`src/rtl/core/alds_pkg.sv`:
```
package alds_pkg;

    localparam int COUNT_WIDTH = 16;

    localparam logic [COUNT_WIDTH-1:0] CNT_MAX = {COUNT_WIDTH{1'b1}};

    localparam logic [1:0] CFG_VTOTAL = 2'd0;
    localparam logic [1:0] CFG_VBLANK = 2'd1;
    localparam logic [1:0] CFG_VSYNC  = 2'd2;
    localparam logic [1:0] CFG_SINGLE = 2'd3;

    localparam logic OP_START  = 1'b0;
    localparam logic OP_SAMPLE = 1'b1;

    localparam logic KIND_REPORT  = 1'b0;
    localparam logic KIND_VERDICT = 1'b1;

    typedef struct packed {
        logic        op;
        logic [15:0] scanline;
        logic        sense;
    } t_alds_in;

    typedef struct packed {
        logic        kind;
        logic        connected;
        logic        blank_rewritten;
        logic [31:0] new_blank_word;
        logic [15:0] sample_line;
        logic [15:0] samples_seen;
        logic [15:0] samples_sensed;
    } t_alds_out;

    typedef struct packed {
        logic        rewritten;
        logic [31:0] word;
        logic [15:0] sample_line;
        logic [11:0] active_lines;
    } t_alds_start;

    function automatic logic [15:0] cnt_to16(input logic [COUNT_WIDTH-1:0] c);
        logic [31:0] wide;
        wide = 32'(c);
        return wide[15:0];
    endfunction

endpackage

```
`src/rtl/core/alds_start.sv`:
```
module alds_start (
    input  logic [31:0]          i_vtotal_word,
    input  logic [31:0]          i_vblank_word,
    input  logic [31:0]          i_vsync_word,
    input  logic                 i_single,
    output alds_pkg::t_alds_start o_start
);
    import alds_pkg::*;

    logic [12:0] vtotal;
    logic [11:0] vactive;
    logic [12:0] bstart_raw;
    logic [12:0] bend;
    logic [16:0] bstart;
    logic        no_border;
    logic [31:0] diff_top;
    logic [31:0] diff_bot;
    logic [17:0] sum_top;
    logic [17:0] sum_bot;
    logic [15:0] vsample;

    assign vtotal     = {1'b0, i_vtotal_word[27:16]} + 13'd1;
    assign vactive    = {1'b0, i_vtotal_word[10:0]} + 12'd1;
    assign bstart_raw = {1'b0, i_vblank_word[11:0]} + 13'd1;
    assign bend       = {1'b0, i_vblank_word[27:16]} + 13'd1;

    assign no_border = ({1'b0, bstart_raw} <= {1'b0, vactive}) && (bend >= vtotal);

    // no vertical border: blanking starts at sync start
    assign bstart = no_border ? ({1'b0, i_vsync_word[15:0]} + 17'd1)
                              : {4'd0, bstart_raw};

    assign diff_top = 32'(bstart) - 32'(vactive);
    assign diff_bot = 32'(vtotal) - 32'(bend);
    assign sum_top  = 18'(bstart) + 18'(vactive);
    assign sum_bot  = 18'(vtotal) + 18'(bend);
    assign vsample  = (diff_top >= diff_bot) ? sum_top[16:1] : sum_bot[16:1];

    always_comb begin
        o_start.active_lines = vactive;
        if (i_single) begin
            o_start.rewritten   = 1'b0;
            o_start.word        = 32'd0;
            o_start.sample_line = 16'd0;
        end else begin
            o_start.rewritten   = no_border;
            o_start.word        = no_border ? {4'd0, i_vblank_word[27:16], i_vsync_word[15:0]}
                                            : 32'd0;
            o_start.sample_line = vsample;
        end
    end

endmodule

```
`src/rtl/core/alds_ctrl.sv`:
```
module alds_ctrl (
    input  logic                  i_clk,
    input  logic                  i_rst_n,
    input  logic                  i_fire,
    input  alds_pkg::t_alds_in    i_item,
    input  alds_pkg::t_alds_start i_start,
    input  logic                  i_single,
    output logic                  o_res_valid,
    output alds_pkg::t_alds_out   o_res
);
    import alds_pkg::*;

    typedef enum logic [2:0] {
        PH_IDLE,
        PH_SINGLE,
        PH_BELOW,
        PH_PAST,
        PH_COUNT
    } t_phase;

    t_phase                 r_phase,  n_phase;
    logic [11:0]            r_active, n_active;
    logic [15:0]            r_thresh, n_thresh;
    logic [15:0]            r_latch,  n_latch;
    logic [COUNT_WIDTH-1:0] r_total,  n_total;
    logic [COUNT_WIDTH-1:0] r_sensed, n_sensed;

    logic [COUNT_WIDTH-1:0] inc_total;
    logic [COUNT_WIDTH-1:0] inc_sensed;
    logic [COUNT_WIDTH+1:0] sensed_x4;
    logic [COUNT_WIDTH+1:0] total_x3;

    assign inc_total  = (r_total != CNT_MAX) ? r_total + 1'b1 : r_total;
    assign inc_sensed = (i_item.sense && (r_sensed != CNT_MAX)) ? r_sensed + 1'b1 : r_sensed;
    assign sensed_x4  = {inc_sensed, 2'b00};
    assign total_x3   = {2'b00, inc_total} + {1'b0, inc_total, 1'b0};

    always_comb begin
        n_phase     = r_phase;
        n_active    = r_active;
        n_thresh    = r_thresh;
        n_latch     = r_latch;
        n_total     = r_total;
        n_sensed    = r_sensed;
        o_res_valid = 1'b0;
        o_res       = '0;
        if (i_fire) begin
            if (i_item.op == OP_START) begin
                n_total                 = '0;
                n_sensed                = '0;
                n_latch                 = 16'd0;
                n_active                = i_start.active_lines;
                n_thresh                = i_start.sample_line;
                n_phase                 = i_single ? PH_SINGLE : PH_BELOW;
                o_res_valid             = 1'b1;
                o_res.kind              = KIND_REPORT;
                o_res.blank_rewritten   = i_start.rewritten;
                o_res.new_blank_word    = i_start.word;
                o_res.sample_line       = i_start.sample_line;
            end else begin
                case (r_phase)
                    PH_SINGLE: begin
                        n_phase              = PH_IDLE;
                        n_total              = COUNT_WIDTH'(1);
                        n_sensed             = COUNT_WIDTH'(i_item.sense);
                        o_res_valid          = 1'b1;
                        o_res.kind           = KIND_VERDICT;
                        o_res.connected      = i_item.sense;
                        o_res.samples_seen   = 16'd1;
                        o_res.samples_sensed = {15'd0, i_item.sense};
                    end
                    PH_BELOW: begin
                        if (i_item.scanline < {4'd0, r_active}) begin
                            n_phase = PH_PAST;
                        end
                    end
                    PH_PAST: begin
                        if (i_item.scanline > r_thresh) begin
                            n_latch  = i_item.scanline;
                            n_total  = '0;
                            n_sensed = '0;
                            n_phase  = PH_COUNT;
                        end
                    end
                    PH_COUNT: begin
                        n_total  = inc_total;
                        n_sensed = inc_sensed;
                        if (i_item.scanline != r_latch) begin
                            n_phase              = PH_IDLE;
                            o_res_valid          = 1'b1;
                            o_res.kind           = KIND_VERDICT;
                            o_res.connected      = sensed_x4 > total_x3;
                            o_res.sample_line    = r_thresh;
                            o_res.samples_seen   = cnt_to16(inc_total);
                            o_res.samples_sensed = cnt_to16(inc_sensed);
                        end
                    end
                    default: begin
                        n_phase = r_phase;
                    end
                endcase
            end
        end
    end

    always_ff @(posedge i_clk) begin
        if (!i_rst_n) begin
            r_phase  <= PH_IDLE;
            r_active <= 12'd0;
            r_thresh <= 16'd0;
            r_latch  <= 16'd0;
            r_total  <= '0;
            r_sensed <= '0;
        end else begin
            r_phase  <= n_phase;
            r_active <= n_active;
            r_thresh <= n_thresh;
            r_latch  <= n_latch;
            r_total  <= n_total;
            r_sensed <= n_sensed;
        end
    end

endmodule

```
`src/rtl/core/analog_load_detect_sampler.sv`:
```
// analog load-detect sampler
// input channel: i_in_valid / o_in_stall carry one item (op, scanline, sense);
// an item is taken at a clock edge where i_in_valid is high and o_in_stall low.
// op start unpacks the vertical timing registers and answers with a start
// report; op sample feeds the scanline vote and answers only with the verdict.
// output channel: o_out_valid / i_out_stall; a result leaves at an edge where
// o_out_valid is high and i_out_stall low.
// configuration: i_cfg_valid / o_cfg_ready with index and data; ready is
// always high, writes take effect at the next start item.
// an item taken goes to the input register, which feeds the result register.
// throughput: one item per cycle while the skid register is empty.
// a stalled result is parked in a one-entry skid register; o_in_stall rises
// only while the skid register and the input register are both full.
// reset (synchronous, active low) clears the configuration registers, the phase to idle,
// the counters and all valid flags.
module analog_load_detect_sampler (
    input  logic                i_clk,
    input  logic                i_rst_n,
    input  logic                i_in_valid,
    output logic                o_in_stall,
    input  alds_pkg::t_alds_in  i_in_item,
    output logic                o_out_valid,
    input  logic                i_out_stall,
    output alds_pkg::t_alds_out o_out_item,
    input  logic                i_cfg_valid,
    output logic                o_cfg_ready,
    input  logic [1:0]          i_cfg_index,
    input  logic [31:0]         i_cfg_data
);
    import alds_pkg::*;

    logic [31:0] r_vtotal;
    logic [31:0] r_vblank;
    logic [31:0] r_vsync;
    logic        r_single;

    logic        r_in_vld;
    t_alds_in    r_in;
    logic        r_out_vld;
    t_alds_out   r_out;
    logic        r_skid_vld;
    t_alds_out   r_skid;

    logic        proc_fire;
    logic        in_take;
    logic        out_free;
    logic        res_valid;
    t_alds_out   res;
    t_alds_start start_info;

    assign o_cfg_ready = 1'b1;
    assign proc_fire   = r_in_vld && !r_skid_vld;
    assign o_in_stall  = r_in_vld && r_skid_vld;
    assign in_take     = i_in_valid && !o_in_stall;
    assign out_free    = !r_out_vld || !i_out_stall;
    assign o_out_valid = r_out_vld;
    assign o_out_item  = r_out;

    alds_start u_start (
        .i_vtotal_word (r_vtotal),
        .i_vblank_word (r_vblank),
        .i_vsync_word  (r_vsync),
        .i_single      (r_single),
        .o_start       (start_info)
    );

    alds_ctrl u_ctrl (
        .i_clk       (i_clk),
        .i_rst_n     (i_rst_n),
        .i_fire      (proc_fire),
        .i_item      (r_in),
        .i_start     (start_info),
        .i_single    (r_single),
        .o_res_valid (res_valid),
        .o_res       (res)
    );

    always_ff @(posedge i_clk) begin
        if (!i_rst_n) begin
            r_vtotal <= 32'd0;
            r_vblank <= 32'd0;
            r_vsync  <= 32'd0;
            r_single <= 1'b0;
        end else if (i_cfg_valid && o_cfg_ready) begin
            case (i_cfg_index)
                CFG_VTOTAL: r_vtotal <= i_cfg_data;
                CFG_VBLANK: r_vblank <= i_cfg_data;
                CFG_VSYNC:  r_vsync  <= i_cfg_data;
                CFG_SINGLE: r_single <= i_cfg_data[0];
                default:    r_single <= r_single;
            endcase
        end
    end

    always_ff @(posedge i_clk) begin
        if (!i_rst_n) begin
            r_in_vld <= 1'b0;
        end else if (in_take) begin
            r_in_vld <= 1'b1;
        end else if (proc_fire) begin
            r_in_vld <= 1'b0;
        end
        if (in_take) begin
            r_in <= i_in_item;
        end
    end

    // result register with a one-entry skid
    always_ff @(posedge i_clk) begin
        if (!i_rst_n) begin
            r_out_vld  <= 1'b0;
            r_skid_vld <= 1'b0;
        end else if (out_free) begin
            if (r_skid_vld) begin
                r_out_vld  <= 1'b1;
                r_skid_vld <= 1'b0;
            end else begin
                r_out_vld  <= res_valid;
            end
        end else if (res_valid) begin
            r_skid_vld <= 1'b1;
        end
        if (out_free) begin
            r_out <= r_skid_vld ? r_skid : res;
        end else if (res_valid) begin
            r_skid <= res;
        end
    end

endmodule
```
`config.mk`:
```
export PLATFORM = sky130hd
export DESIGN_NAME = analog_load_detect_sampler
export DESIGN_NICKNAME = d
export VERILOG_FILES = /design/src/rtl/core/alds_pkg.sv /design/src/rtl/core/alds_start.sv /design/src/rtl/core/alds_ctrl.sv /design/src/rtl/core/analog_load_detect_sampler.sv
export SDC_FILE = /design/constraint.sdc
export NUM_CORES = 1
export LEC_CHECK = 0
export ABC_CLOCK_PERIOD_IN_PS = 7900
export BUFFER_PORTS_ARGS = -buffer_cell sky130_fd_sc_hd__buf_2
export CORE_AREA = 3 3 199 201
export DETAILED_ROUTE_END_ITERATION = 12
export DIE_AREA = 0 0 202 204
export PLACE_DENSITY = 0.77
export SYNTH_ARGS = -nofsm -noshare
export SYNTH_HDL_FRONTEND = slang
export SYNTH_HIERARCHICAL = 1
export SYNTH_SLANG_ARGS = --single-unit
```
`constraint.sdc`:
```
create_clock -name i_clk -period 7.9 [get_ports i_clk]
set_clock_uncertainty 0.05 [all_clocks]
set_input_delay 1.185 -clock i_clk [delete_from_list [all_inputs] [get_ports i_clk]]
set_output_delay 1.185 -clock i_clk [all_outputs]
set_load 0.02 [all_outputs]
```
# After elaboration in Yosys (flattened, before gate mapping)
# Index checks and enable logic that the tools add are counted.
[op_classes] n_eq_ne=17 n_addsub=12 magnitude_cmp=6 bitwise_logic=3 n_reduce_logical=22 muxes=39
[op_table] op="two-way mux 16 bit" n=11
[op_table] op="two-way mux 83 bit" n=2
[op_table] op="case mux 16 bit (3 select lines)" n=2
[op_table] op="case mux 32 bit (2 select lines)" n=1
[op_table] op="two-way mux 49 bit" n=1
[op_table] op="two-way mux 48 bit" n=1
[op_table] op="adder 12 x 1 -> 13 bit, second input constant" n=3
[op_table] op="two-way mux 33 bit" n=1
[op_table] op="adder 16 x 1 -> 16 bit, second input constant" n=2
[op_table] op="greater-or-equal comparator 32 bit" n=1
[op_table] op="two-way mux 32 bit" n=1
[op_table] op="inequality test 16 bit, second input constant" n=2
[op_table] op="two-way mux 28 bit" n=1
[op_table] op="adder 16 x 17 -> 18 bit" n=1
[op_table] op="greater-than comparator 18 bit" n=1
[op_table] op="subtractor 17 x 12 -> 18 bit" n=1
[op_table] op="adder 16 x 1 -> 17 bit, second input constant" n=1
[op_table] op="adder 17 x 12 -> 17 bit" n=1
[op_table] op="two-way mux 17 bit" n=1
[op_table] op="greater-than comparator 16 bit" n=1
[op_table] op="less-than comparator 16 x 12 -> 1 bit" n=1
[op_table] op="inequality test 16 bit" n=1
[op_table] op="adder 13 x 13 -> 14 bit" n=1
[op_table] op="subtractor 13 x 13 -> 14 bit" n=1
[op_table] op="28 further kinds" n=59
[word_totals] in_bits=57 out_inout_bits=86 ff_bits=339 word_cells=129

# Longest topological paths before layout
# Gate-level depths: netlist of the first run.
[logic_depth] depth_word=11 mapped_depth=40 mapped_depth_nobuf=37

# Cells and area by module
# The synthesis of the first run kept the hierarchy.
[modules_own_cells] mod="analog_load_detect_sampler" cells_per_inst=645 area_each_um2=10246.1 seq_area_each_um2=7527.2 instances=1
[modules_own_cells] mod="alds_ctrl" cells_per_inst=813 area_each_um2=6213.5 seq_area_each_um2=1581.5 instances=1
[modules_own_cells] mod="alds_start" cells_per_inst=678 area_each_um2=4795.8 seq_area_each_um2=0.0 instances=1

# Worst setup path before layout of the first run
# No wires, ideal clock.
[synth_path] kind="reg2reg" startpoint="reg r_vblank[18]" endpoint="reg r_out (netlist bit o_out_item[38]), data pin" n_path_buf=4 path_stages_with_launch=39 path_slack_ns=0.449 t_required_ns=7.590 synth_period_minus_slack_ns=7.451 arrival_time_ns=7.141 setup_ns=0.260 cell_sequence="dfxtp_1 nand3_1 nor2_1 nand2_1 nor2_1 nand3_1 xnor2_1 ha_1 buf_4 inv_1 a21oi_1 o31ai_1 a221o_1 a211o_4 nor3_2 buf_4 nor2_1 a21oi_1 [3 not listed] o211ai_1 a41oi_1 o311ai_0 or3_2 xor2_1 ha_1 a21o_1 a21oi_1 nor2b_1 o21ai_0 a21boi_0 a211oi_2 buf_2 mux2i_1 nor2_1 nand2_1 o21ai_0 mux2_2"
[synth_lines] item="start: declaration" line="analog_load_detect_sampler.sv:33" text="logic [31:0] r_vblank;"
[synth_lines] item="start signal: assignment" line="analog_load_detect_sampler.sv:87" text="CFG_VBLANK: r_vblank <= i_cfg_data;"
[synth_lines] item="end signal: assignment" line="analog_load_detect_sampler.sv:124" text="r_out <= r_skid_vld ? r_skid : res;"
[synth_lines] item="end: declaration" line="analog_load_detect_sampler.sv:40" text="t_alds_out r_out;"

==> results of run 1 <==
## final timing paths
path / startpoint / endpoint / slack, ps / depth (start not counted)
worst max-delay path: r_vtotal[17]$_SDFFE_PN0P_ / o_out_item[38]$_DFFE_PP_ / 220 / 38
worst max register to register: r_vtotal[17]$_SDFFE_PN0P_ / o_out_item[38]$_DFFE_PP_ / 220 / 38
worst min register to register: u_ctrl/r_thresh[8]$_SDFFE_PN0P_ / u_ctrl/r_thresh[8]$_SDFFE_PN0P_ / 400 / 2
worst min-delay path: u_ctrl/r_thresh[8]$_SDFFE_PN0P_ / u_ctrl/r_thresh[8]$_SDFFE_PN0P_ / 400 / 2
## report_power, final
group | switching [mW] | internal (mW) | leakage, nW
registers | 0.0470 | 1.87 | 3.15
clock network | 0.666 | 0.975 | 0.568
logic | 0.925 | 0.834 | 6.30
total | 1.64 | 3.68 | 10.0
## layout make-up
type	instances	area (um^2)
well taps	511	639
fillers	3141	14600
repair buffers	248	1540
multi-input cells	1498	11000
clock buffers	48	987
flip-flops and latches	330	8450
clock inverters	15	153
diodes	1	2.50
inverters	107	402
## sequential cells by signal, summed over array words and instances (netlist names)
register	flops
o_out_item	83
o_out_valid	1
r_in	18
r_in_vld	1
r_single	1
r_skid	83
r_skid_vld	1
r_vblank	24
r_vsync	16
r_vtotal	23
u_ctrl/r_active	12
u_ctrl/r_latch	16
u_ctrl/r_phase	3
u_ctrl/r_sensed	16
u_ctrl/r_thresh	16
u_ctrl/r_total	16
## routing by layer
metal / track usage (%) / vias to the layer above / wire, um
met3: 2.98 / 88 / 2290
met4: 8.47 / 0 / 1410
met2: 41.2 / 427 / 24000
li1: - / 7576 / -
met5: 0 / - / 0
met1: 30.6 / 7464 / 21900
## layout by cell type (no fill, tap or decap), drive strengths merged, types with 6 or more instances in the layout
cell / instances
clkbuf: 48
dfxtp: 146
nor4: 14
nor3: 30
xnor2: 92
and4: 7
nand2b: 16
inv: 106
nand3: 54
a32o: 17
o21ai: 58
o21a: 13
nor2b: 25
a21oi: 119
nor2: 123
or3: 18
clkinv: 13
a211oi: 21
ha: 144
o221a: 7
o21bai: 11
mux2i: 70
nand4: 29
edfxtp: 184
a22o: 9
buf: 248
mux2: 88
xor2: 64
a31oi: 8
and2: 84
and3: 29
o211ai: 6
nand2: 240
a21o: 28
## stage by stage
step / total power [mW] / util [%] / hold WS, ps / setup slack [ps] / TNS [ps]
final: 5.31 / 61.3 / 405 / 222 / 0
after global routing: 5.59 / 61.3 / 423 / -73.8 / -620
after floorplan: 2.93 / - / 384 / 449 / 0
after global placement: 3.46 / 57.6 / 392 / -58.4 / -58.4
after detailed placement: 3.50 / 57.6 / 397 / -225 / -637
after CTS: 5.17 / 60.7 / 406 / 31.9 / 0
## critical path: cells and delay by family, from the launching register on
kind                       cells  cell delay, ps
AOI/OAI and AO/OA             10            2160
and+or+nand+nor               13            1630
adders and majority gates      4            1180
buffers and inverters          7            1060
muxes                          3             830
DFF                            1             330
xor gates and xnor gates       1             160
## repair_timing
item | CTS | global route
setup buffers | 0 | 9
setup endpoints to repair | 13 | 48
gates resized for setup | 8 | 37
cloned | 0 | 0
pin swaps | 0 | 15
==> impl_metrics.csv, run 1 <==
group,metric,value,unit
outcome,status,"finished, final reports clean",
setup_path,worstSetupPathType,"reg -> reg",
setup_path,cp_max_fo,10,
floorplanning,dieHeight,204,um
clock_tree,clock_latency,540,ps
global_route,grt_pass1_vias,15307,
drt,routedWlPerCell,18.0,um
global_route,grt-ovfl-total,0,
drt,vias,15555,
clock_tree,root_buffer,"clkbuf_16",
pwr,p_per_area,230,nW/um^2
yosys,syn_area_per_cell,9.90,um^2
flow_run,maxCapViolCount,0,
drt,first_iter_violations,1023,
sta,min_period,7680,ps
global_route,grt.total_usage,23.7,%
setup_path,cpMaxStageDelayCell,"o311ai_0",
clock_tree,clkTransAtPathRegs,60,ps
setup_path,crit_path_max_incr_delay,460,ps
drt,wl,49700,um
floorplanning,core,37800,um^2
floorplanning,start_util,53.3,%
drt,firstDrtPassIters,6,
floorplanning,io_pins,143,
drt,avgViaCountPerCell,5.64,
yosys,synth_area,20100,um^2
finish,final_cell_count_no_fill,2758,
clock_tree,cts_buffer_depth,3,
finish,final_area,23100,um^2
min_path,hold_class,"reg -> reg",
finish,nets,2426,
yosys,syn_inst,2032,
sta,slew_headroom,25.0,%
pwr,ir_worst_vdd,0.000160,V
setup_path,startpoint_type,"flop",
finish,drive_gt1_share,20.7,%
placed_design,port-buffer-count,137,
placed_design,placed_area,21700,um^2
setup_path,worstPathRequired,8120,ps
clock_tree,cts-buffers-inserted,35,
clock_tree,clock-sinks,330,
pwr,power.leakage,10.0,nW
placed_design,place_congestion,0.936,
drt,ant_nets,0,
clock_tree,cts_tree,"done",
setup_path,critPathCaptureType,"flop",
sta,worst_pin_slew,1120,ps
setup_path,arrival,7900,ps
clock_tree,h-tree-depth,2,
setup_path,crit_top_cell,"buf_4",
global_route,antenna_found_initial,0,
placed_design,dp.cells,2685,
global_route,grt_max_degree,86,
sta,final_max_slew_viol_count,0,
sta,fmax,130,MHz
floorplanning,die_w,202,um
floorplanning,die_area,41200,um^2
sta,setup_viol,0,
sta,fin_crit_sh,97.2,%
placed_design,hpwl,36700,um
sta,finalHoldViolCount,0,
clock_tree,postCtsHoldBufs,0,
yosys,yosysWarnings,6,
finish,synthToLayoutAreaGrowth,15.0,%
drt,drc,0,
global_route,grt_pass1_wl,79700,um
floorplanning,core.rowCount,71,
Power figures use the tool's default switching activity.
==> inputs of run 2 (changes only) <==
CORE_AREA = 2 2 198 200   (was 3 3 199 201)
DIE_AREA = 0 0 200 202   (was 0 0 202 204)
==> run 2 against run 1 <==
- register-to-register slack better by 50 ps
- flip-flop and latch count stayed put
- largest power group unchanged
- clock power is 4% higher
- worst setup slack better by 51 ps
- design area is 0.28% higher
==> impl_metrics.csv, run 2 (synthesis results as in run 1) <==
group,metric,value,unit
drt,avgViaCountPerCell,5.61,
global_route,grt-ovfl-total,0,
finish,postLayoutCoreUtil,60.6,%
drt,firstDrtPassIters,5,
clock_tree,postCtsHoldBufs,0,
finish,diodes,0,
finish,layout_common_cells,"nand2_1 (239), edfxtp_1 (184), dfxtp_1 (145)",
drt,drc,0,
floorplanning,die_w,200,um
floorplanning,core.rowCount,72,
finish,final_cell_count_no_fill,2772,
sta,hold-worst-slack,407,ps
clock_tree,cts_tree,"done",
drt,first_iter_violations,1048,
min_path,hold_class,"reg -> reg",
placed_design,port-buffer-count,137,
clock_tree,cts-buffers-inserted,36,
setup_path,cp_max_fo,13,
floorplanning,start_util,52.6,%
floorplanning,die_area,40400,um^2
clock_tree,clkTransAtPathRegs,60,ps
setup_path,arrival,7870,ps
finish,nets,2432,
finish,synthToLayoutAreaGrowth,15.3,%
placed_design,placed_area,21800,um^2
finish,n_fill_cell,3166,
sta,fmax,131,MHz
setup_path,startpoint_type,"flop",
placed_design,hpwl,36500,um
pwr,p_per_area,228,nW/um^2
drt,routedWlPerCell,17.8,um
floorplanning,core,38300,um^2
setup_path,crit_top_cell,"buf_4",
global_route,grt_max_degree,85,
sta,final_max_slew_viol_count,0,
clock_tree,clock_latency,580,ps
sta,slew_headroom,23.0,%
global_route,antenna_found_initial,1,
sta,setup_viol,0,
sta,fin_crit_sh,96.5,%
outcome,status,"finished, final reports clean",
clock_tree,h-tree-depth,2,
global_route,grt_pass1_wl,78900,um
setup_path,critPathCaptureType,"flop",
floorplanning,dieHeight,202,um
drt,wl,49300,um
clock_tree,clock-sinks,330,
clock_tree,cts_buffer_depth,3,
setup_path,worstSetupPathType,"reg -> reg",
finish,drive_gt1_share,20.8,%
placed_design,dp.cells,2702,
min_path,min_from,"u_ctrl/r_thresh[6]$_SDFFE_PN0P_",
finish,final_area,23200,um^2
drt,ant_nets,0,
pwr,ir_worst_vdd,0.000190,V
floorplanning,io_pins,143,
sta,finalHoldViolCount,0,
global_route,grt.total_usage,24.5,%
setup_path,cp-startpoint,"r_vtotal[17]$_SDFFE_PN0P_",
setup_path,worstPathRequired,8140,ps
pwr,power.leakage,10.0,nW
placed_design,place_congestion,0.946,
sta,rsz0062_at_grt,"yes",
clock_tree,root_buffer,"clkbuf_16",
setup_path,r2r-start,"r_vtotal[17]$_SDFFE_PN0P_",
setup_path,cpMaxStageDelayCell,"or4_1",
global_route,grt_pass1_vias,15478,
pwr,p_total,5.29,mW
setup_path,crit_path_max_incr_delay,510,ps
sta,worst_pin_slew,1150,ps
drt,vias,15561,
flow_run,maxCapViolCount,0,
sta,min_period,7630,ps
finish,mostFrequentLayoutCell,"nand2_1",
==> run 2: cell count changes in the layout (fill, tap and decap cells not counted), moves of 2 or more <==
cell,before,now
clkbuf_1,9,11
nor3_2,4,2
clkinv_2,10,6
o21ai_2,3,6
buf_4,108,114
nor3_1,25,27
o21ai_0,50,46
==> run 2: area by class of cell <==
type	count	area, um^2	area share, %
repair buffers	253	1570	6.78
inverters	107	402	1.73
well taps	518	648	2.79
multi-input cells	1498	10900	47.2
clock inverters	17	221	0.954
clock buffers	49	970	4.18
flip-flops and latches	330	8450	36.4
==> run 2: worst paths after layout <==
path,cells after the start,slack (ps),endpoint
worst min-delay path,2,410,u_ctrl/r_thresh[6]$_SDFFE_PN0P_
worst min register to register,2,410,u_ctrl/r_thresh[6]$_SDFFE_PN0P_
worst max-delay path,37,270,o_out_item[36]$_DFFE_PP_
worst max register to register,37,270,o_out_item[36]$_DFFE_PP_
==> run 2: per-layer routing <==
metal / vias to the layer above / share of wire (%) / GRT usage, %
met5: - / 0.016 / 0
met4: 2 / 3.2 / 9.21
met3: 105 / 4.9 / 3.99
met2: 425 / 48 / 40.9
met1: 7425 / 44 / 32.0
li1: 7604 / - / -
==> run 2: repair_timing <==
action,in CTS,in global routing
gates cloned,0,0
setup buffers,0,4
gates resized for setup,2,43
pin swaps,1,9
endpoints found under the setup margin,22,48
==> run 2: through the flow <==
step | setup TNS [ps] | setup WS, ps
final | 0 | 273
after global routing | -372 | -64.8
after CTS | 0 | 3.19
after detailed placement | -1260 | -159
after global placement | 0 | 13.1
after floorplan | 0 | 449
==> run 2: power by group <==
part           switching [mW]  internal [mW]
combinational           0.892          0.783
clock                   0.701           1.01
sequential             0.0452           1.87
total                    1.64           3.66
==> run 2: worst max-delay path: cells and delay by family, from the launching register on <==
family          cells  cell delay (ps)
fa+ha+maj           4             1150
compound gates     12             2160
buf+inv             6              890
xor+xnor            1              160
mux                 2              630
flops               1              340
simple gates       12             2000
